--- src/bccni_div_step.sv ---
// One restoring division stage: resolve one quotient bit and register it.
`default_nettype none

module bccni_div_step #(
	parameter int DW     = 9,
	parameter int QW     = 26,
	parameter int SIDE_W = 6
) (
	input  logic              clk,
	input  logic              arst_n,
	input  logic              in_valid,
	output logic              in_ready,
	input  logic [DW-1:0]     in_rem,
	input  logic [QW-1:0]     in_quo,
	input  logic [DW-1:0]     in_dvs,
	input  logic [SIDE_W-1:0] in_side,
	output logic              out_valid,
	input  logic              out_ready,
	output logic [DW-1:0]     out_rem,
	output logic [QW-1:0]     out_quo,
	output logic [DW-1:0]     out_dvs,
	output logic [SIDE_W-1:0] out_side
);

	logic [DW:0]       trial;
	logic [DW:0]       diff;
	logic              take;
	logic              valid_s1;
	logic [DW-1:0]     rem_s1;
	logic [QW-1:0]     quo_s1;
	logic [DW-1:0]     dvs_s1;
	logic [SIDE_W-1:0] side_s1;

	// Shift in the next dividend bit; subtract when the divisor fits
	assign trial    = {in_rem, in_quo[QW-1]};
	assign diff     = trial - {1'b0, in_dvs};
	assign take     = trial >= {1'b0, in_dvs};
	assign in_ready = !valid_s1 || out_ready;

	always_ff @(posedge clk or negedge arst_n) begin
		if (!arst_n) begin
			valid_s1 <= 1'b0;
		end else if (in_ready) begin
			valid_s1 <= in_valid;
		end
	end

	always_ff @(posedge clk) begin
		if (in_valid && in_ready) begin
			rem_s1  <= take ? diff[DW-1:0] : trial[DW-1:0];
			quo_s1  <= {in_quo[QW-2:0], take};
			dvs_s1  <= in_dvs;
			side_s1 <= in_side;
		end
	end

	assign out_valid = valid_s1;
	assign out_rem   = rem_s1;
	assign out_quo   = quo_s1;
	assign out_dvs   = dvs_s1;
	assign out_side  = side_s1;

	a_rem_below_dvs: assert property (@(posedge clk) disable iff (!arst_n)
		out_valid |-> out_rem < out_dvs)
		else $error("partial remainder not below divisor");

endmodule

`default_nettype wire

--- config.mk ---
export PLATFORM = sky130hd
export DESIGN_NAME = bccni_div_step
export DESIGN_NICKNAME = d
export VERILOG_FILES = /design/src/bccni_div_step.sv
export SDC_FILE = /design/constraint.sdc
export NUM_CORES = 1
export LEC_CHECK = 0
export BUFFER_PORTS_ARGS = -buffer_cell sky130_fd_sc_hd__buf_2
export CAP_MARGIN = 10
export CORE_UTILIZATION = 49
export DETAILED_ROUTE_END_ITERATION = 10
export PLACE_DENSITY = 0.9
export SLEW_MARGIN = 20
export SYNTH_ARGS = -nofsm -noshare
export SYNTH_HDL_FRONTEND = slang
export SYNTH_SLANG_ARGS = --single-unit
--- constraint.sdc ---
create_clock -name clk -period 4.05 [get_ports clk]
set_input_delay 0 -clock clk [delete_from_list [all_inputs] [get_ports clk]]
set_output_delay 0 -clock clk [all_outputs]
set_load 0.02 [all_outputs]
; Yosys cells after proc, flatten, opt, wreduce, memory -nomap -nowiden
; Index checks and enable logic that the tools add are counted.
; W data, S select, Z words.
[totals]
regBits = 51
inputBits = 54
elab_cells = 11
[op_classes]
add_sub_neg = 1
n_lt_le_gt_ge = 1
muxes = 1
reduce_logical = 3
[ops]
columns = op, n
row1 = $ge A10 B9 Y1, 1
row2 = $mux W9, 1
row3 = $sub A9 B9 Y9, 1
row4 = $logic_and A1 B1 Y1, 1
row5 = $logic_not A1 Y1, 1
row6 = $logic_or A1 B1 Y1, 1

; Logic depth before layout (Yosys ltp)
[logic_depth]
depth_word = 3
depth_mapped = 9
mapped_depth_nobuf = 9

; Worst setup path before layout
; No wires, ideal clock.
[synth_path]
path_kind = register to register
startpoint = reg valid_s1, in the netlist out_valid
endpoint = reg dvs_s1[0], in the netlist out_dvs[0], enable pin
setup_time_ns = 0.413
t_arrival_ns = 1.937
slack_ns = 1.700
path_stages_with_launch = 3
synth_period_minus_slack_ns = 2.350
path_cell_list = dfrtp_1 nand2b_1 and2_1
[synth_between]
elab_chain_len = 3
[synth_lines]
columns = element, line
row1 = "start, declared", 28  ; logic valid_s1;
row2 = "start signal, assigned", 44  ; valid_s1 <= in_valid;
row3 = $logic_not A1 Y1, 38  ; assign in_ready = !valid_s1 || out_ready;
row4 = $logic_or A1 B1 Y1, 38
row5 = named net in_ready, 12  ; output logic in_ready,
row6 = $logic_and A1 B1 Y1, 49  ; if (in_valid && in_ready) begin
row7 = "end signal, assigned", 52  ; dvs_s1 <= in_dvs;
row8 = "end, declared", 31  ; logic [DW-1:0] dvs_s1;
; The timed path passes the listed nets, and every way through them passes these cells.
; A chain may end at the register's enable or synchronous reset.

; Final worst setup path
[layout_path]
startpoint = in in_dvs[0]
endpoint = reg rem_s1[6], in the netlist out_rem[6] (data pin)
[layout_between]
elab_chain_len = 2
[layout_lines]
columns = element, line
row1 = "start, declared", 15  ; input logic [DW-1:0] in_dvs,
row2 = $ge A10 B9 Y1, 37  ; assign take = trial >= {1'b0, in_dvs};
row3 = named net take, 27  ; logic take;
row4 = $mux W9, 50  ; rem_s1 <= take ? diff[DW-1:0] : trial[DW-1:0];
row5 = "end signal, assigned", 50
row6 = "end, declared", 29  ; logic [DW-1:0] rem_s1;
; The timed path passes the listed nets, and every way through them passes these cells.

==> summary.txt <==
Placement
  – PortBufs: 105
  – Area after DPL: 2790 µm²
  – GPL Wtd Cong: 0.857
  – Post-DP HPWL: 3420 µm

Routing
  – DR iter-0 viols: 98
  – Vias per inst: 5.27
  – Total Wirelength: 5630 µm
  – WL per Instance: 16.4 µm
  – Drt first pass iters: 5
  – Routed vias: 1,807
  – ANT nets after route: 0
  – # DRC: 0

Global route
  – Largest net degree at the start of global routing: 51
  – Vias in the first global route: 1,887
  – Total GRT Usage: 24.5%
  – Total gr overflow: 0
  – Antenna violations before repair: 0
  – First-pass GRT wire length: 8980 µm

Clock tree
  – # H-tree levels: 2
  – CTS clk-pin slew, worst paths: 0.08 ns
  – TritonCTS clock tree: yes
  – Root buffer cell: clkbuf_8
  – Maximum clock path buffer count: 2
  – Worst-Skew Late Latency: 0.31 ns
  – Sink Count: 51
  – Num CTS Buffers: 5

Power and ir drop
  – VDD IR max: 0.208 mV
  – Switching Share: 25.6%
  – Psw: 0.000316 W
  – Clk network pwr share: 27.9%
  – Sequential share of power: 51.2%
  – Leak pwr: 1.44 nW
  – Comb power frac: 20.9%
  – Pwr Density: 372 nW/µm²
  – Pint: 0.000920 W

Die
  – Rows: 24
  – Boundary Pins: 106
  – Core Area: 4350 µm²
  – Die height: 69.3 µm
  – Die area: 4800 µm²
  – Die Wd: 69.3 µm
  – Starting Density: 50.9%

Timing
  – Slew HR: 57.2%
  – Final Skew: 0.00465 ns
  – Min Hold Slack: 0.0138 ns
  – Highest clock rate: 395 MHz
  – Fin. max-slew vios: 0
  – Hold Fails Final Rpt: 0
  – Final TNS setup: 0 ns
  – Final setup viols: 0
  – Min cycle time layout: 2.53 ns
  – Period utilization: 62.5%
  – RSZ-0062 raised after global routing: no
  – Slew of the pin with the lowest slew margin: 0.642 ns

Layout
  – Area of the multi-input gates: 619 µm²
  – Post-route cell area: 3320 µm²
  – # diodes: 0
  – Syn-to-layout area delta: 49.9%
  – Post-layout util: 76.4%
  – Fill cell count: 257
  – Register area: 1530 µm²
  – Final nets: 355
  – Layout cells sized above 1: 42.6%

Worst setup path
  – Worst flop-to-flop path endpoint: out_dvs[6]
  – Reg2Reg Launch Point: out_valid
  – Worst setup SP type: primary input
  – Worst setup EP type: flop
  – CP arrival: 2.59 ns
  – Crit path max fanout: 7
  – Critical Path RT: 4.11 ns
  – WS Path Type: primary input to flop
  – End point of the critical path: out_rem[6]
  – Reg2reg path depth: 2
  – R2R setup slack: 2.55 ns
  – Worst Setup SP: in_dvs[0]

Logic synthesis
  – Yosys reg bits: 51
  – YS warnings: 0
  – Synthesized Nets: 204
  – Register area share after synthesis: 68.8%
  – Post-synth top area cell: edfxtp_1
  – Synthesized cell area: 2220 µm²
  – Syn Inst Count: 140
  – Cell variety after synth: 44
  – Top cells by area, synth: edfxtp_1 68%, ha_1 5.1%, inv_1 2.0%
  – Mean Syn Cell Area: 15.8 µm²
  – Synth top area share: 67.7%

Outcome
  – Outcome: complete, no violations

Hold path
  – Hold Crit Class: primary input to flop

Job
  – Maxcap violations: 0
-- synthesized netlist by cell type --
| master | instances |
|---|---|
| xor2_1 | 1 |
| buf_6 | 1 |
| dfrtp_1 | 1 |
| mux2i_1 | 2 |
| a21o_1 | 3 |
| and2_1 | 1 |
| fa_1 | 1 |
| o21ai_2 | 1 |
| xnor2_1 | 2 |
| a311o_2 | 1 |
| nand2_1 | 4 |
| a211o_1 | 2 |
| nand4_1 | 1 |
| or3b_2 | 1 |
| buf_2 | 1 |
| a211oi_2 | 1 |
| nor3b_1 | 1 |
| or3_1 | 1 |
| a31oi_1 | 1 |
| inv_4 | 1 |
| nor3_2 | 1 |
| mux2_1 | 1 |
| and3_2 | 1 |
| a32oi_1 | 1 |
| nand3_1 | 2 |
| nor2_1 | 2 |
| a311oi_1 | 1 |
| o31ai_1 | 2 |
| clkbuf_1 | 2 |
| a211oi_1 | 2 |
| ha_1 | 9 |
| o2111a_1 | 1 |
| o2111ai_1 | 1 |
| edfxtp_1 | 50 |
| nand2b_1 | 5 |
| o21ai_0 | 1 |
| o211ai_1 | 4 |
| a211oi_4 | 1 |
| inv_1 | 12 |
| a21oi_1 | 6 |
| o21a_1 | 1 |
| mux2_4 | 3 |
| a2111oi_0 | 2 |
| a31o_1 | 1 |
-- power groups by stage --
| stage | sequential [W] | combinational [W] | clock, W |
|---|---|---|---|
| finish | 0.000632 | 0.000258 | 0.000345 |
| global route | 0.000635 | 0.000278 | 0.000370 |
| CTS | 0.000632 | 0.000255 | 0.000347 |
| detailed placement | 0.000643 | 0.000221 | 0 |
| global placement | 0.000643 | 0.000218 | 0 |
| floorplan | 0.000687 | 0.000102 | 0 |
-- flip-flops by register name, summed over array words and instances (netlist names) --
signal / count
out_rem: 9
out_side: 6
out_dvs: 9
out_valid: 1
out_quo: 26
-- cell type report --
cell class | instances | area share [%]
flip-flops and latches | 51 | 45.9
multi-input cells | 72 | 18.6
well taps | 52 | 1.96
clock buffers | 5 | 2.07
inverters | 13 | 1.54
repair buffers | 148 | 28.8
clock inverters | 2 | 1.13
-- layout by cell type (no fill, tap or decap), types with 2 or more instances in the layout --
| master | n |
|---|---|
| buf_2 | 105 |
| edfxtp_1 | 50 |
| dlygate4sd3_1 | 43 |
| inv_1 | 12 |
| ha_1 | 9 |
| a21oi_1 | 6 |
| nand2b_1 | 5 |
| clkbuf_8 | 5 |
| o211ai_1 | 4 |
| nand2_1 | 4 |
| a21o_1 | 3 |
| mux2_4 | 3 |
| nand3_1 | 2 |
| a211o_1 | 2 |
| nor2_1 | 2 |
| o31ai_1 | 2 |
| a2111oi_0 | 2 |
| xnor2_1 | 2 |
| mux2i_1 | 2 |
| a211oi_1 | 2 |
-- worst min path at each step --
| stage | from | end | slack, ns | depth (start not counted) |
|---|---|---|---|---|
| floorplan | arst_n | out_valid | -0.30 | 0 |
| global placement | arst_n | out_valid | -0.22 | 1 |
| detailed placement | arst_n | out_valid | -0.22 | 1 |
| CTS | in_rem[1] | out_rem[2] | 0.007 | 2 |
| global route | in_rem[3] | out_rem[4] | 0.02 | 2 |
| finish | in_rem[5] | out_rem[6] | 0.01 | 2 |
-- through the flow --
stage	worst slack, ns	power, W	std cells
finish	1.52	0.00124	343
global route	1.40	0.00128	343
CTS	1.54	0.00123	343
detailed placement	1.67	0.000864	293
global placement	1.72	0.000860	293
floorplan	1.70	0.000789	140
-- cells by family after synthesis --
family / Yosys count / share of synthesized area (%)
adder cells (fa/ha/maj): 10 / 5.98
flip-flops: 51 / 68.8
AND/OR/NAND/NOR: 20 / 5.25
buffers and inverters: 17 / 3.38
XOR/XNOR: 3 / 1.18
AO/OA/AOI/OAI: 33 / 12.0
multiplexers: 6 / 3.44
-- layer usage --
metal | part of all wire [%] | vias up | routed length, µm | GRT usage [%]
met4 | 2.4 | 0 | 134 | 9.98
met5 | 0 | - | 0 | 0
met3 | 8.9 | 17 | 499 | 8.43
met2 | 50 | 106 | 2830 | 41.4
li1 | - | 844 | - | -
met1 | 38 | 840 | 2160 | 28.4
-- worst max-delay path, cell delays in order --
cell and delay [ns]:
dlygate4sd3_1 0.53, buf_2 0.11, ha_1 0.15, inv_1 0.06, fa_1 0.44, a211oi_2 0.34, o21ai_2 0.14, a211oi_4 0.39
inv_4 0.12, mux2_4 0.31
-- what timing repair did --
action,in CTS,in global routing
setup buffers,0,0
gates resized for setup,0,0
hold buffers,43,0
endpoints found under the hold margin,42,0
Note: power is estimated with default switching activity, not from simulation.
