$ cat src/bccni_pkg.sv
// Shared types and constants for the BCC lattice neighbour index block.
`default_nettype none

package bccni_pkg;

	// Fixed field widths
	localparam int IDX_W   = 26;
	localparam int DIR_W   = 4;
	localparam int REG_W   = 9;
	localparam int PADDR_W = 4;
	localparam int PDATA_W = 32;
	localparam int REG_IDX_W = 2;

	// Edge directions: axis steps below DIAG_BASE, diagonals up to NUM_DIRS - 1
	localparam logic [DIR_W-1:0] DIAG_BASE = DIR_W'(6);
	localparam logic [DIR_W-1:0] NUM_DIRS  = DIR_W'(14);

	// Register map (word index = paddr[3:2])
	localparam logic [REG_IDX_W-1:0] REG_GRID_X = 2'd0;
	localparam logic [REG_IDX_W-1:0] REG_GRID_Y = 2'd1;
	localparam logic [REG_IDX_W-1:0] REG_GRID_Z = 2'd2;

	localparam logic [REG_W-1:0] RESET_SIZE = REG_W'(8);

	// Per-item control carried alongside the arithmetic
	typedef struct packed {
		logic [DIR_W-1:0] dir;
		logic             in_main;
		logic             bad;
	} ctl_t;

endpackage

`default_nettype wire

$ cat src/bccni_front.sv
// Front pipeline: grid point counts, range check and main/offset grid split.
`default_nettype none

module bccni_front #(
	parameter int MAX_DIM = 256,
	localparam int DW = $clog2(MAX_DIM + 2)
) (
	input  logic                        clk,
	input  logic                        arst_n,
	input  logic                        in_valid,
	output logic                        in_ready,
	input  logic [bccni_pkg::IDX_W-1:0] in_index,
	input  logic [bccni_pkg::DIR_W-1:0] in_dir,
	input  logic [DW-1:0]               g_x,
	input  logic [DW-1:0]               g_y,
	input  logic [DW-1:0]               g_z,
	input  logic [DW-1:0]               h_x,
	input  logic [DW-1:0]               h_y,
	input  logic [DW-1:0]               h_z,
	output logic                        out_valid,
	input  logic                        out_ready,
	output logic [bccni_pkg::IDX_W-1:0] out_index,
	output logic [DW-1:0]               out_dvs,
	output bccni_pkg::ctl_t             out_ctl
);

	localparam int IW    = bccni_pkg::IDX_W;
	localparam int PW    = 2 * DW;
	localparam int CNT_W = 3 * DW + 1;
	localparam int CMP_W = (CNT_W > IW) ? CNT_W : IW;

	logic v_s1, v_s2, v_s3, v_s4;
	logic rdy1, rdy2, rdy3, rdy4;

	logic [IW-1:0]                 idx_s1, idx_s2, idx_s3;
	logic [bccni_pkg::DIR_W-1:0]   dir_s1, dir_s2, dir_s3;
	logic [PW-1:0]                 gxy_s1, hxy_s1;
	logic [CNT_W-1:0]              main_s2, off_s2, total_s3;
	logic                          in_main_s3;
	logic [IW-1:0]                 psub_s3;
	logic [IW-1:0]                 psub_s4;
	logic [DW-1:0]                 dvs_s4;
	bccni_pkg::ctl_t               ctl_s4;

	logic [CMP_W-1:0] idx_ext, main_ext, diff;
	logic             below_main;
	logic             bad;

	assign rdy4     = !v_s4 || out_ready;
	assign rdy3     = !v_s3 || rdy4;
	assign rdy2     = !v_s2 || rdy3;
	assign rdy1     = !v_s1 || rdy2;
	assign in_ready = rdy1;

	always_ff @(posedge clk or negedge arst_n) begin
		if (!arst_n) begin
			v_s1 <= 1'b0;
			v_s2 <= 1'b0;
			v_s3 <= 1'b0;
			v_s4 <= 1'b0;
		end else begin
			if (rdy1) v_s1 <= in_valid;
			if (rdy2) v_s2 <= v_s1;
			if (rdy3) v_s3 <= v_s2;
			if (rdy4) v_s4 <= v_s3;
		end
	end

	assign idx_ext    = CMP_W'(idx_s2);
	assign main_ext   = CMP_W'(main_s2);
	assign below_main = idx_ext < main_ext;
	assign diff       = idx_ext - main_ext;

	assign bad = (dir_s3 >= bccni_pkg::NUM_DIRS) || (CMP_W'(idx_s3) >= CMP_W'(total_s3));

	always_ff @(posedge clk) begin
		if (in_valid && rdy1) begin
			idx_s1 <= in_index;
			dir_s1 <= in_dir;
			gxy_s1 <= PW'(g_x) * PW'(g_y);
			hxy_s1 <= PW'(h_x) * PW'(h_y);
		end
		if (v_s1 && rdy2) begin
			idx_s2  <= idx_s1;
			dir_s2  <= dir_s1;
			main_s2 <= CNT_W'(gxy_s1) * CNT_W'(g_z);
			off_s2  <= CNT_W'(hxy_s1) * CNT_W'(h_z);
		end
		if (v_s2 && rdy3) begin
			idx_s3     <= idx_s2;
			dir_s3     <= dir_s2;
			total_s3   <= main_s2 + off_s2;
			in_main_s3 <= below_main;
			psub_s3    <= below_main ? idx_s2 : diff[IW-1:0];
		end
		if (v_s3 && rdy4) begin
			psub_s4        <= psub_s3;
			dvs_s4         <= in_main_s3 ? g_x : h_x;
			ctl_s4.dir     <= dir_s3;
			ctl_s4.in_main <= in_main_s3;
			ctl_s4.bad     <= bad;
		end
	end

	assign out_valid = v_s4;
	assign out_index = psub_s4;
	assign out_dvs   = dvs_s4;
	assign out_ctl   = ctl_s4;

	a_dvs_nonzero: assert property (@(posedge clk) disable iff (!arst_n)
		out_valid |-> out_dvs != '0)
		else $error("divisor of zero leaving front pipeline");

endmodule

`default_nettype wire

$ cat config.mk
export PLATFORM = sky130hd
export DESIGN_NAME = bccni_front
export DESIGN_NICKNAME = d
export VERILOG_FILES = /design/src/bccni_pkg.sv /design/src/bccni_front.sv
export SDC_FILE = /design/constraint.sdc
export NUM_CORES = 1
export LEC_CHECK = 0
export BUFFER_PORTS_ARGS = -buffer_cell sky130_fd_sc_hd__buf_4
export CORE_ASPECT_RATIO = 0.7
export CORE_UTILIZATION = 56
export CTS_BUF_LIST = sky130_fd_sc_hd__clkbuf_8
export DETAILED_ROUTE_END_ITERATION = 10
export PLACE_DENSITY = 0.85
export SYNTH_ARGS = -nofsm -noshare
export SYNTH_HDL_FRONTEND = slang
export SYNTH_SLANG_ARGS = --single-unit
$ cat constraint.sdc
create_clock -name clk -period 14.95 [get_ports clk]
set_input_delay 2.2425 -clock clk [delete_from_list [all_inputs] [get_ports clk]]
set_output_delay 2.2425 -clock clk [all_outputs]
set_load 0.02 [all_outputs]
# Word level (Yosys, flattened, before mapping)
# Index checks and enable logic that the tools add are counted.
[totals]
register_bits = 280
input_bits = 88
out_inout_bits = 43
wordCells = 46
[op_classes]
addsub = 2
n_mul = 4
n_lt_le_gt_ge = 3
n_mux = 2
n_reduce_logical = 13
[op_table]
columns = ["cell", "n"]
rows = [
  ["$mul A18 B9 Y27", 2],
  ["$mul A9 B9 Y18", 2],
  ["$add A27 B27 Y28", 1],
  ["$ge A26 B28 Y1", 1],
  ["$lt A26 B27 Y1", 1],
  ["$mux W26", 1],
  ["$sub A26 B26 Y26", 1],
  ["$mux W9", 1],
  ["$logic_or A1 B1 Y1", 5],
  ["$ge A4 B4 Y1 const B", 1],
  ["$logic_and A1 B1 Y1", 4],
  ["$logic_not A1 Y1", 4],
]

# Depth between registers and ports, before layout
[logic_depth]
ltp_word = 6
mapped_depth = 22
depth_no_buf = 20

# Worst setup path before layout
# No wires, ideal clock.
[synth_path]
kind = "input-to-reg"
from = "input port h_z[1]"
to = "register off_s2[26] (data pin)"
setup_ns = 0.264
t_arrival_ns = 7.114
required_time_ns = 14.686
setup_slack_ns = 7.573
stages = 20
path_buffers = 2
cell_sequence = "clkbuf_1 > clkbuf_1 > nand2_1 > fa_1 > inv_1 > fa_1 > fa_1 > inv_1 > fa_1 > inv_1 > ha_1 > and3_1 > and3_1 > a2111oi_0 > nor3b_1 > o21a_1 > o21ai_0 > a21oi_1 > a221oi_1 > xnor2_1"
[synth_via]
elab_chain_cells = 1
[synth_rtl]
columns = ["element", "line", "text"]
rows = [
  ["start: declaration", "bccni_front.sv:19", "input logic [DW-1:0] h_z,"],
  ["$mul A18 B9 Y27", "bccni_front.sv:87", "off_s2 <= CNT_W'(hxy_s1) * CNT_W'(h_z);"],
  ["end signal: assignment", "bccni_front.sv:87", ""],
  ["end: declaration", "bccni_front.sv:38", "logic [CNT_W-1:0] main_s2, off_s2, total_s3;"],
]
# No other way between the ends.
# A chain may end at the register's enable or synchronous reset.

# Final worst setup path
[layout_path]
from = "input port h_z[0]"
to = "register off_s2[26] (data pin)"
# The elaborated chain is that of the path after synthesis.

==> flow_metrics.py <==
metrics = {
    "clock_tree": {
        "clock-root-buffer": "clkbuf_8",
        "clk_pin_slew_ns": 0.06,
        "clock_path_buffers": 3,
        "clkSinkCount": 280,
        "hold_buffers": 0,
        "post_cts_resized": 0,
        "tritoncts": "done",
        "cts_setup_buffers": 0,
        "h-tree-depth": 2,
        "cts_made_buffers": 41,
        "clk_latency_ns": 0.57,
    },
    "critical_path": {
        "path_cells": "buf_4, nand2_1, fa_1, inv_1, fa_1, fa_1, inv_1, fa_1, inv_1, ha_1, and3_1, and3_1, a2111oi_0, nor3b_1, o21a_1, o21ai_0, a21oi_1, a221oi_1, xnor2_1",
        "critPathMaxFanout": 18,
        "cp-end-kind": "flip-flop",
        "crit_slowest_cell": "a2111oi_0",
        "cp_top_family": "adder cells",
        "start_kind": "primary input",
        "slowest_delay_ns": 0.63,
        "reg2reg_setup_slack_ns": 9.04,
        "cp_data_required_time_ns": 15.26,
        "timing.rr.end": "off_s2[26]$_DFFE_PP_",
        "worst_path_most_repeated_cell": "fa_1",
        "r2r-start": "hxy_s1[8]$_DFFE_PP_",
        "cp.buffers_inverters": 4,
        "crit_type": "primary input to flip-flop",
        "rr_worst_depth": 17,
        "cp.arrival_ns": 7.53,
    },
    "floorplan": {
        "initial_core_util": 0.573,
        "die-area_um2": 48900,
        "ioPinCount": 131,
        "num_rows": 66,
        "fp.dieH_um": 185,
        "core_um2": 46900,
        "die_width_um": 264,
    },
    "timing": {
        "slew_headroom": 0.262,
        "tns_ns": 0,
        "maxSlewViolCount": 0,
        "worst_pin_slew_ns": 1.11,
        "hold_viol": 0,
        "min_period_ns": 7.22,
        "holdWs_ns": 0.419,
        "rsz0062_at_grt": "no",
        "clock.fmax_mhz": 139,
        "finalSetupViolations": 0,
        "fin_skew_ns": 0.0261,
        "period_share": 0.483,
    },
    "placement": {
        "dpl.hpwl_mm": 45.3,
        "gp_congestion": 0.932,
        "portBuffers": 130,
        "dp_cells": 3263,
    },
    "logic_synthesis": {
        "synth_compound_area_frac": 0.0689,
        "synthAdderAreaFrac": 0.360,
        "synth-xor-area-share": 0.0352,
        "ys.flop_type": "edfxtp_1",
        "synth_top_family_by_area": "adder cells",
        "synth_area_um2": 26900,
        "yosysUniqueCellTypes": 56,
        "syn_inst": 2579,
        "synth_nets": 3244,
        "synthMuxAreaShare": 0.00577,
        "yosys_warnings": 0,
        "ys_seq_elements": 280,
        "ys_async_sr_fraction": 0.0143,
        "synth_area_per_cell_um2": 10.4,
        "synth_edf_count": 276,
        "synthSimpleGateAreaFrac": 0.137,
        "ys_seq_area_frac": 0.312,
    },
    "routing": {
        "firstDrtPassIters": 6,
        "routed_via_density": 5.43,
        "drc": 0,
        "antenna_left": 0,
        "wl_per_cell_um": 17.0,
        "wirelength_mm": 56.7,
        "drtIter0Drc": 1252,
        "num_vias": 18100,
    },
    "min_path": {
        "hold_end": "dir_s3[3]$_DFFE_PP_",
        "min_path_cells": 0,
        "min-delay-start": "dir_s2[3]$_DFFE_PP_",
        "hold_class": "flip-flop to flip-flop",
    },
    "global_route": {
        "grt_pass1_wl_mm": 95.1,
        "grt_max_degree": 86,
        "grt_pass1_vias": 19400,
        "grt_overflow": 0,
        "antenna_found_initial": 2,
        "track_usage": 0.242,
    },
    "layout": {
        "mostFrequentLayoutCells": "inv_1 (527), fa_1 (328), nand2_1 (293)",
        "area_growth_pct": 8.59,
        "drive_above_1_share": 0.0797,
        "final_cells": 3338,
        "nets": 3359,
        "seqCellArea_um2": 8390,
        "multiInputGateArea_um2": 16300,
        "fill_cells": 3644,
        "final_common_cell": "inv_1",
    },
    "outcome": {
        "status": "finished clean",
    },
    "job": {
        "drv_cap": 0,
    },
}
metrics by stage:
step,setup WS (ns),utilization,instance area (um^2)
floorplan,7.57,-,26900
global placement,7.48,0.606,28400
detailed placement,7.25,0.606,28400
CTS,7.78,0.622,29200
global route,7.47,0.622,29200
finish,7.73,0.622,29200
area by class of cell:
class | instances | area share
flip-flops and latches | 280 | 0.287
clock buffers | 42 | 0.0198
clock inverters | 31 | 0.00592
diodes | 2 | 0.000171
multi-input cells | 1721 | 0.560
well taps | 612 | 0.0262
repair buffers | 133 | 0.0342
inverters | 517 | 0.0665
worst max path at each step:
| stage | from | endpoint | slack, ns | cells past startpoint |
|---|---|---|---|---|
| after detailed placement | h_z[0] | off_s2[26]$_DFFE_PP_ | 7.25 | 19 |
| after global placement | h_z[0] | off_s2[26]$_DFFE_PP_ | 7.48 | 19 |
| after floorplan | h_z[1] | off_s2[26]$_DFFE_PP_ | 7.57 | 20 |
| after global routing | h_z[0] | off_s2[26]$_DFFE_PP_ | 7.47 | 19 |
| after CTS | h_z[0] | off_s2[26]$_DFFE_PP_ | 7.78 | 19 |
| final | h_z[0] | off_s2[26]$_DFFE_PP_ | 7.73 | 19 |
synth_stat cells (3+ instances only):
| library cell | n | share of area |
|---|---|---|
| xnor2_1 | 76 | 0.025 |
| nand3_1 | 16 | 0.0030 |
| nand2_1 | 293 | 0.041 |
| nand2b_1 | 22 | 0.0051 |
| a31oi_1 | 11 | 0.0026 |
| nand4_1 | 7 | 0.0016 |
| clkbuf_1 | 58 | 0.0081 |
| o21bai_1 | 10 | 0.0028 |
| o21ai_0 | 64 | 0.012 |
| a21boi_0 | 5 | 0.0014 |
| mux2_2 | 12 | 0.0050 |
| dfrtp_1 | 4 | 0.0037 |
| ha_1 | 249 | 0.12 |
| nor3_1 | 20 | 0.0037 |
| edfxtp_1 | 276 | 0.31 |
| a2111oi_0 | 3 | 0.00098 |
| or2_2 | 7 | 0.0016 |
| nor2b_1 | 24 | 0.0056 |
| a21o_1 | 49 | 0.014 |
| a21oi_1 | 87 | 0.016 |
| fa_1 | 328 | 0.24 |
| o211ai_1 | 9 | 0.0025 |
| inv_1 | 517 | 0.072 |
| and2_1 | 270 | 0.063 |
| and3_1 | 10 | 0.0023 |
| a211o_1 | 4 | 0.0013 |
| o31ai_1 | 6 | 0.0017 |
| xor2_1 | 32 | 0.010 |
| o31a_1 | 3 | 0.00098 |
| nor2_1 | 49 | 0.0068 |
| a211oi_1 | 7 | 0.0020 |
| or4_1 | 3 | 0.00084 |
| o21a_1 | 13 | 0.0036 |
| or3_1 | 5 | 0.0012 |
worst register-to-register path: cells and delay by family (launching register included):
family | cells | cell delay, ns
flops | 1 | 0.58
buf+inv | 2 | 0.09
compound gates | 5 | 1.72
fa+ha+maj | 5 | 2.31
simple gates | 4 | 0.85
xor+xnor | 1 | 0.10
registers in the layout, indices dropped and copies added, names as in the netlist, 6 cells and up:
signal	cells
psub_s3	26
idx_s3	26
out_ctl	6
total_s3	28
hxy_s1	18
idx_s2	26
off_s2	27
main_ext	27
out_index	26
gxy_s1	18
idx_s1	26
out_dvs	9
per-layer routing:
| layer | share of wire | GRT usage | routed length, um | vias up |
|---|---|---|---|---|
| li1 | - | - | - | 8457 |
| met1 | 0.45 | 0.331 | 25400 | 8912 |
| met2 | 0.46 | 0.403 | 26100 | 672 |
| met3 | 0.073 | 0.0445 | 4160 | 94 |
| met4 | 0.019 | 0.0565 | 1060 | 0 |
| met5 | 0 | 0 | 0 | - |
kinds of logic (layout without fill, tap and decap cells):
kind of cell,Yosys count,after routing
mux,14,14
buf+inv,578,723
compound gates,292,292
simple gates,730,730
flops,280,280
fa+ha+maj,577,577
other cells,0,2
xor+xnor,108,108
Power is not shown: default switching activity piles up to over one toggle a cycle in this logic, so the estimate is an artifact.
