--- config.mk ---
export PLATFORM = sky130hd
export DESIGN_NAME = bccni_back
export DESIGN_NICKNAME = d
export VERILOG_FILES = /design/src/bccni_pkg.sv /design/src/bccni_back.sv
export SDC_FILE = /design/constraint.sdc
export NUM_CORES = 1
export LEC_CHECK = 0
export ABC_AREA = 1
export BUFFER_PORTS_ARGS = -buffer_cell sky130_fd_sc_hd__buf_2
export CAP_MARGIN = 20
export CORE_UTILIZATION = 45
export DETAILED_ROUTE_END_ITERATION = 16
export PLACE_DENSITY_LB_ADDON = 0.15
export SYNTH_ARGS = -nofsm -noshare
export SYNTH_HDL_FRONTEND = slang
export SYNTH_SLANG_ARGS = --single-unit
--- constraint.sdc ---
create_clock -name clk -period 12.9 [get_ports clk]
set_input_delay 0.645 -clock clk [delete_from_list [all_inputs] [get_ports clk]]
set_output_delay 0.645 -clock clk [all_outputs]
set_load 0.01 [all_outputs]
--- src/bccni_pkg.sv ---
// Shared types and constants for the BCC lattice neighbour index block.
`default_nettype none

package bccni_pkg;

	// Fixed field widths
	localparam int IDX_W   = 26;
	localparam int DIR_W   = 4;
	localparam int REG_W   = 9;
	localparam int PADDR_W = 4;
	localparam int PDATA_W = 32;
	localparam int REG_IDX_W = 2;

	// Edge directions: axis steps below DIAG_BASE, diagonals up to NUM_DIRS - 1
	localparam logic [DIR_W-1:0] DIAG_BASE = DIR_W'(6);
	localparam logic [DIR_W-1:0] NUM_DIRS  = DIR_W'(14);

	// Register map (word index = paddr[3:2])
	localparam logic [REG_IDX_W-1:0] REG_GRID_X = 2'd0;
	localparam logic [REG_IDX_W-1:0] REG_GRID_Y = 2'd1;
	localparam logic [REG_IDX_W-1:0] REG_GRID_Z = 2'd2;

	localparam logic [REG_W-1:0] RESET_SIZE = REG_W'(8);

	// Per-item control carried alongside the arithmetic
	typedef struct packed {
		logic [DIR_W-1:0] dir;
		logic             in_main;
		logic             bad;
	} ctl_t;

endpackage

`default_nettype wire

--- src/bccni_back.sv ---
// Back pipeline: step the coordinates, check the borders, recompose the index.
`default_nettype none

module bccni_back #(
	parameter int MAX_DIM = 256,
	localparam int DW = $clog2(MAX_DIM + 2)
) (
	input  logic                        clk,
	input  logic                        arst_n,
	input  logic                        in_valid,
	output logic                        in_ready,
	input  logic [DW-1:0]               in_cx,
	input  logic [DW-1:0]               in_cy,
	input  logic [DW-1:0]               in_cz,
	input  bccni_pkg::ctl_t             in_ctl,
	input  logic [DW-1:0]               g_x,
	input  logic [DW-1:0]               g_y,
	input  logic [DW-1:0]               g_z,
	input  logic [DW-1:0]               h_x,
	input  logic [DW-1:0]               h_y,
	input  logic [DW-1:0]               h_z,
	output logic                        out_valid,
	input  logic                        out_ready,
	output logic [bccni_pkg::IDX_W-1:0] out_index,
	output logic                        out_found
);

	localparam int IW    = bccni_pkg::IDX_W;
	localparam int PW    = 2 * DW;
	localparam int CNT_W = 3 * DW + 1;
	localparam int SUM_W = (3 * DW + 2 > IW) ? 3 * DW + 2 : IW;

	logic v_s1, v_s2, v_s3, v_s4;
	logic rdy1, rdy2, rdy3, rdy4;

	// Stage 1 comb
	logic                        is_diag;
	logic                        use_h;
	logic [bccni_pkg::DIR_W-1:0] d;
	logic [2:0]                  s;
	logic [2:0]                  inc;
	logic [2:0]                  dec;
	logic [1:0]                  ax;
	logic [DW-1:0]               c_a [3];
	logic [DW-1:0]               lim_a [3];
	logic [DW:0]                 newc [3];
	logic [2:0]                  ok_a;
	logic                        ok;

	logic [DW-1:0]    ncx_s1, ncy_s1, ncz_s1, ncx_s2;
	logic             use_h_s1, use_h_s2;
	logic             ok_s1, ok_s2, ok_s3;
	logic [PW-1:0]    gxy_s1;
	logic [PW-1:0]    t1_s2;
	logic [CNT_W-1:0] main_s2;
	logic [SUM_W-1:0] t2_s3, basepx_s3;
	logic [SUM_W-1:0] sum;
	logic [IW-1:0]    index_s4;
	logic             found_s4;

	assign rdy4     = !v_s4 || out_ready;
	assign rdy3     = !v_s3 || rdy4;
	assign rdy2     = !v_s2 || rdy3;
	assign rdy1     = !v_s1 || rdy2;
	assign in_ready = rdy1;

	always_ff @(posedge clk or negedge arst_n) begin
		if (!arst_n) begin
			v_s1 <= 1'b0;
			v_s2 <= 1'b0;
			v_s3 <= 1'b0;
			v_s4 <= 1'b0;
		end else begin
			if (rdy1) v_s1 <= in_valid;
			if (rdy2) v_s2 <= v_s1;
			if (rdy3) v_s3 <= v_s2;
			if (rdy4) v_s4 <= v_s3;
		end
	end

	// Diagonals cross to the other grid; axis steps stay in their own grid.
	// The offset grid limits and the main count base go together.
	always_comb begin
		is_diag = in_ctl.dir >= bccni_pkg::DIAG_BASE;
		use_h   = is_diag ? in_ctl.in_main : !in_ctl.in_main;
		d       = in_ctl.dir - bccni_pkg::DIAG_BASE;
		s       = {d[0] ^ d[2], d[0] ^ d[1], d[0]};
		ax      = in_ctl.dir[2:1];
		c_a[0]  = in_cx;
		c_a[1]  = in_cy;
		c_a[2]  = in_cz;
		lim_a[0] = use_h ? h_x : g_x;
		lim_a[1] = use_h ? h_y : g_y;
		lim_a[2] = use_h ? h_z : g_z;
		for (int i = 0; i < 3; i++) begin
			if (!is_diag) begin
				inc[i] = (ax == 2'(i)) && in_ctl.dir[0];
				dec[i] = (ax == 2'(i)) && !in_ctl.dir[0];
			end else if (in_ctl.in_main) begin
				inc[i] = s[i];
				dec[i] = 1'b0;
			end else begin
				inc[i] = 1'b0;
				dec[i] = !s[i];
			end
			newc[i] = (DW+1)'(c_a[i]) + (DW+1)'(inc[i]) - (DW+1)'(dec[i]);
			ok_a[i] = !(dec[i] && (c_a[i] == '0)) && (newc[i] < {1'b0, lim_a[i]});
		end
		ok = !in_ctl.bad && (&ok_a);
	end

	assign sum = t2_s3 + basepx_s3;

	always_ff @(posedge clk) begin
		if (in_valid && rdy1) begin
			ncx_s1   <= newc[0][DW-1:0];
			ncy_s1   <= newc[1][DW-1:0];
			ncz_s1   <= newc[2][DW-1:0];
			use_h_s1 <= use_h;
			ok_s1    <= ok;
			gxy_s1   <= PW'(g_x) * PW'(g_y);
		end
		if (v_s1 && rdy2) begin
			t1_s2    <= PW'(use_h_s1 ? h_y : g_y) * PW'(ncz_s1) + PW'(ncy_s1);
			main_s2  <= CNT_W'(gxy_s1) * CNT_W'(g_z);
			ncx_s2   <= ncx_s1;
			use_h_s2 <= use_h_s1;
			ok_s2    <= ok_s1;
		end
		if (v_s2 && rdy3) begin
			t2_s3     <= SUM_W'(use_h_s2 ? h_x : g_x) * SUM_W'(t1_s2);
			basepx_s3 <= SUM_W'(use_h_s2 ? main_s2 : '0) + SUM_W'(ncx_s2);
			ok_s3     <= ok_s2;
		end
		if (v_s3 && rdy4) begin
			index_s4 <= ok_s3 ? sum[IW-1:0] : '0;
			found_s4 <= ok_s3;
		end
	end

	assign out_valid = v_s4;
	assign out_index = index_s4;
	assign out_found = found_s4;

	a_step_in_grid: assert property (@(posedge clk) disable iff (!arst_n)
		v_s1 && ok_s1 |-> (ncx_s1 < (use_h_s1 ? h_x : g_x)) &&
			(ncy_s1 < (use_h_s1 ? h_y : g_y)) && (ncz_s1 < (use_h_s1 ? h_z : g_z)))
		else $error("stepped coordinate outside target grid");

endmodule

`default_nettype wire

== Yosys cells after proc, flatten, opt, wreduce, memory -nomap -nowiden ==
Index checks and enable logic that the tools add are counted.
W data, S select, Z words.

* Bits of input ports: 91
* Output and inout bits: 29
* Register bits: 186

* $mul: 4
* Bitwise logic cells: 2
* Order comparisons: 4
* Reduce and logical (&&, ||, !) cells: 39
* Add/subtract/negate cells: 10
* Eq/ne operators: 2
* Multiplexer cells: 19

{| class="wikitable"
|+ Operators by type and width
! kind !! number
|-
| $mux W9 || 5
|-
| $mul A9 B9 Y18 || 2
|-
| $add A9 B1 Y10 || 3
|-
| $lt A10 B9 Y1 || 3
|-
| $sub A10 B1 Y10 || 3
|-
| $logic_not A9 Y1 || 3
|-
| $add A26 B26 Y26 || 1
|-
| $add A26 B9 Y26 || 1
|-
| $mul A18 B9 Y26 || 1
|-
| $mul A9 B18 Y26 || 1
|-
| $mux W26 || 1
|-
| $add A18 B9 Y18 || 1
|-
| $logic_and A1 B1 Y1 || 17
|-
| $logic_not A1 Y1 || 13
|-
| $mux W1 || 13
|-
| $ge A4 B3 Y1 const B || 1
|-
| $logic_or A1 B1 Y1 || 4
|-
| $reduce_and A3 Y1 || 1
|-
| $sub A3 B3 Y3 const B || 1
|-
| $eq A2 B1 Y1 const B || 1
|-
| $eq A2 B2 Y1 const B || 1
|-
| $logic_not A2 Y1 || 1
|-
| $xor A1 B1 Y1 || 2
|}

== Depth between registers and ports, before layout ==
* Depth in word-level cells: 10
* Depth in mapped cells: 28

== Worst setup path after synthesis ==
No wires, ideal clock.

* Path kind: register -> register
* From: register use_h_s1
* To: register t1_s2[17] (data pin)
* Cell stages (with the launch flop): 26
* Path buffers: 2
* Data arrival time: 4945 ps
* Library setup time: 260 ps
* Setup slack: 7694 ps
* Period minus slack after synthesis: 5206 ps
* Required time: 12640 ps
* Path through: edfxtp_1 clkbuf_1 clkbuf_1 nand2_1 o21ai_0 inv_1 nand2_1 fa_1 inv_1 fa_1 inv_1 fa_1 inv_1 fa_1 inv_1 fa_1 inv_1 ha_1 nand2_1 nor2_1 nand2_1 o21ai_0 a21oi_1 nor2_1 nor2_1 xor2_1

* Longest elaborated chain between the ends: 3

{| class="wikitable"
|+ Ends and longest elaborated chain
! item !! line !! RTL
|-
| start, declared || bccni_back.sv:51 || <nowiki>logic use_h_s1, use_h_s2;</nowiki>
|-
| start signal, assigned || bccni_back.sv:119 || <nowiki>use_h_s1 <= use_h;</nowiki>
|-
| $mux W9 || bccni_back.sv:124 || <nowiki>t1_s2 <= PW'(use_h_s1 ? h_y : g_y) * PW'(ncz_s1) + PW'(ncy_s1);</nowiki>
|-
| $mul A9 B9 Y18 || bccni_back.sv:124 ||
|-
| $add A18 B9 Y18 || bccni_back.sv:124 ||
|-
| end signal, assigned || bccni_back.sv:124 ||
|-
| end, declared || bccni_back.sv:54 || <nowiki>logic [PW-1:0] t1_s2;</nowiki>
|}

No other way between the ends.
A chain may end at the register's enable or synchronous reset.

== Final worst setup path ==
* From: register use_h_s2
* To: register t2_s3[22] (data pin)

* Longest elaborated chain between the ends: 2

{| class="wikitable"
|+ Ends and longest elaborated chain
! item !! line !! RTL
|-
| start, declared || bccni_back.sv:51 ||
|-
| start signal, assigned || bccni_back.sv:127 || <nowiki>use_h_s2 <= use_h_s1;</nowiki>
|-
| $mux W9 || bccni_back.sv:131 || <nowiki>t2_s3 <= SUM_W'(use_h_s2 ? h_x : g_x) * SUM_W'(t1_s2);</nowiki>
|-
| $mul A9 B18 Y26 || bccni_back.sv:131 ||
|-
| end signal, assigned || bccni_back.sv:131 ||
|-
| end, declared || bccni_back.sv:56 || <nowiki>logic [SUM_W-1:0] t2_s3, basepx_s3;</nowiki>
|}

No other way between the ends.

==> results.md <==
- Worst setup margin: 6850 ps
- Yosys cell types: 51
- Num ports: 120
- Via count: approximately 20000
- Post-synth EDFFs: between 150 and 200
- Final setup TNS: 0 ps
- Slew @ Worst Pin: around 860 ps
- Drt wl/cell: roughly 17 um
- Fraction of layout cells with a size suffix above 1: 0.0635
- Synth Area in Adders: 0.394
- Port buffer count: 119
- Die W: around 240 um
- Synth Area in Compound Gates: 0.0709
- First-pass DRT Iterations: 5
- Top FF cell, synth: edfxtp_1
- Max-slew violations: 0
- CTS max path bufs: 2
- Mux contribution to synthesized area: 0.00309
- Most area-hungry cell type in the Yosys netlist: fa_1
- Rel. slew slack: 0.424
- Sequential share of the synthesized area: 0.215
- Synth Net Count: about 3800
- Cts repair resizes: 0
- Yosys top cell area share: 0.258
- Die area: around 59000 sq um
- Final Hold Fails: 0
- First DRT Iteration DRCs: approximately 1200
- Post-layout minimum cycle time: around 6000 ps
- Reg2Reg Setup Slack: approximately 7000 ps
- Initial antenna violation count: 5
- CTS tree: built
- Critical Path AT: around 6300 ps
- Final setup violation count: 0
- CTS clock-pin slew for the worst setup and hold paths: 80 ps
- Initial core utilization: 0.457
- Post-DR vias/cell: ~5
- Gr usage total: 0.236
- Fill cells: 5555
- Hold Path Class: input port to flip-flop
- Post-synthesis xor/xnor area fraction: 0.0419
- First-pass GRT wire length: about 110000 um
- Post-Syn Area: approximately 26000 sq um
- Post-synthesis simple-gate area fraction: 0.152
- Core footprint: ~57000 sq um
- Vias in the first global route: between 20000 and 25000
- Clock Sinks: 186
- Critical Path RT: roughly 13000 ps
- Overflow after GRT: 0
- F_max: between 0.15 and 0.2 GHz
- Status: complete, no violations
- Main combinational cell family by area after synthesis: adder cells
- FP Rows: just under 90
- Layout area overhead: 7.39%
- Die height: between 200 and 250 um
- Max cap viols: 0
- GPL Wtd Cong: about 0.96
- Synth Register Bits: ~190
- Pin count of the biggest net entering global routing: 56
- CTS buffer count: 17
- Final HPWL DP: ~56000 um
- Syn avg cell area: between 8 and 9 sq um
- Cells on worst reg2reg path: 21
- Cells after Synth: roughly 3000
- Drt drc: 0
- Largest cells by area after synthesis: fa_1 26%, edfxtp_1 21%, ha_1 14%
- Yosys warning count: 0
- Crit path launch type: flip-flop
- Max Clock Skew: approximately 11 ps
- Routed Wire Length: roughly 66000 um
- CTS root buf: clkbuf_16
- CTS H-tree depth: 4
- Critical path class: flip-flop to flip-flop
- Worst skew pair latency: between 400 and 500 ps
- Async S/R FF share, synth: 0.0215
- Worst setup EP type: flip-flop
- Worst slack at placement: 6800 ps
- ANT nets after route: 0
- Hold Path Depth: 3
- Layout Nets: approximately 3900
- Crit share post-route: 0.469
- RSZ-0062 raised after global routing: false
- CP max FO: 45
## routing by layer
| metal | up-vias | wire length [um] | GRT usage |
|---|---|---|---|
| li1 | 9565 | - | - |
| met1 | 9584 | 30400 | 0.321 |
| met2 | 464 | 31100 | 0.392 |
| met3 | 72 | 3150 | 0.0359 |
| met4 | 2 | 1380 | 0.0611 |
| met5 | - | 9 | 0 |
## area by class of cell
type | count | area [sq um] | area share
sequential | 186 | 5570 | 0.200
tap | 756 | 946 | 0.0340
clock inverter | 15 | 196 | 0.00705
antenna | 1 | 2.50 | 0.0000898
clock buffer | 17 | 425 | 0.0153
inverter | 768 | 2880 | 0.103
multi-input combinational | 2052 | 17200 | 0.617
timing repair buffer | 127 | 658 | 0.0236
## flip-flops by register name, summed over array words and instances (netlist names), 18 cells and up
| signal | count |
|---|---|
| basepx_s3 | 26 |
| main_s2 | 26 |
| t2_s3 | 26 |
| gxy_s1 | 18 |
| out_index | 26 |
| t1_s2 | 18 |
## metrics by stage
step | instance area (sq um) | instances | util | hold slack (ps)
finish | 27900 | 3922 | 0.491 | 396
global route | 27900 | 3921 | 0.491 | 366
CTS | 27900 | 3921 | 0.491 | 353
detailed placement | 27200 | 3888 | 0.480 | 405
global placement | 27200 | 3888 | 0.480 | 401
floorplan | 25900 | 3086 | - | 349
## cells in the final DEF (no fill, tap or decap), types with 4 or more instances in the layout
| cell type | count |
|---|---|
| a31oi_1 | 9 |
| nor3_1 | 16 |
| a21oi_2 | 6 |
| inv_1 | 760 |
| nand4_1 | 13 |
| fa_1 | 334 |
| buf_2 | 119 |
| o21ai_1 | 12 |
| a21boi_1 | 4 |
| nor2_1 | 210 |
| nand2_1 | 659 |
| nor4_1 | 6 |
| mux2i_1 | 8 |
| clkinv_8 | 4 |
| ha_1 | 282 |
| dfrtp_1 | 4 |
| nand2_2 | 10 |
| o21ai_0 | 85 |
| clkinv_1 | 4 |
| a21o_1 | 11 |
| inv_2 | 4 |
| xor2_1 | 82 |
| inv_12 | 4 |
| clkbuf_16 | 17 |
| edfxtp_1 | 182 |
| inv_6 | 4 |
| nand3_1 | 57 |
| a21oi_1 | 137 |
| a211oi_1 | 8 |
| o21ai_2 | 10 |
| o21bai_1 | 16 |
| xnor2_1 | 42 |
| buf_4 | 7 |
## Yosys cell counts (all sizes together), types with 8 or more instances
cell type	instances
ha	282
mux2i	8
a211oi	8
clkbuf	59
o21bai	16
xnor2	42
edfxtp	182
a31oi	9
o21ai	108
nor3	17
inv	764
a21oi	144
buf	21
nor2	214
xor2	82
nor4	9
fa	334
nand2	670
nand4	13
a21o	11
nand3	57
## worst max-delay path: stages (launching register included)
cell and delay, ps:
edfxtp_1 330, buf_4 410, o21ai_0 390, inv_1 560
nand2_1 180, fa_1 570, inv_1 50, fa_1 510
inv_1 60, fa_1 480, fa_1 530, inv_1 50
ha_1 360, nand2_1 80, nor2_1 100, inv_1 60
nor3_1 360, a21oi_1 200, o21bai_1 270, nand2_1 80
nand2_1 80, xor2_1 60
## logic make-up after synthesis
group,count (synthesis)
AOI/OAI and AO/OA,318
xor gates and xnor gates,124
adders and majority gates,616
buffers and inverters,848
DFF,186
muxes,8
and+or+nand+nor,986
## final timing paths
| path | endpoint | start |
|---|---|---|
| setup reg to reg | t2_s3[22] | use_h_s2 |
| hold / removal | v_s1 | in_valid |
| hold reg to reg | ncx_s2[4] | ncx_s1[4] |
| setup / recovery | t2_s3[22] | use_h_s2 |
| min in group asynchronous | v_s2 | arst_n |
| max in group asynchronous | out_valid | arst_n |
## repair_timing
action / CTS / global route
hold buffers: 1 / 0
hold endpoints to repair: 4 / 0
setup buffers: 0 / 0
Power is left out: the tool's default activity adds up to more than one toggle a clock period on the data nets, which glitch-free logic cannot reach.
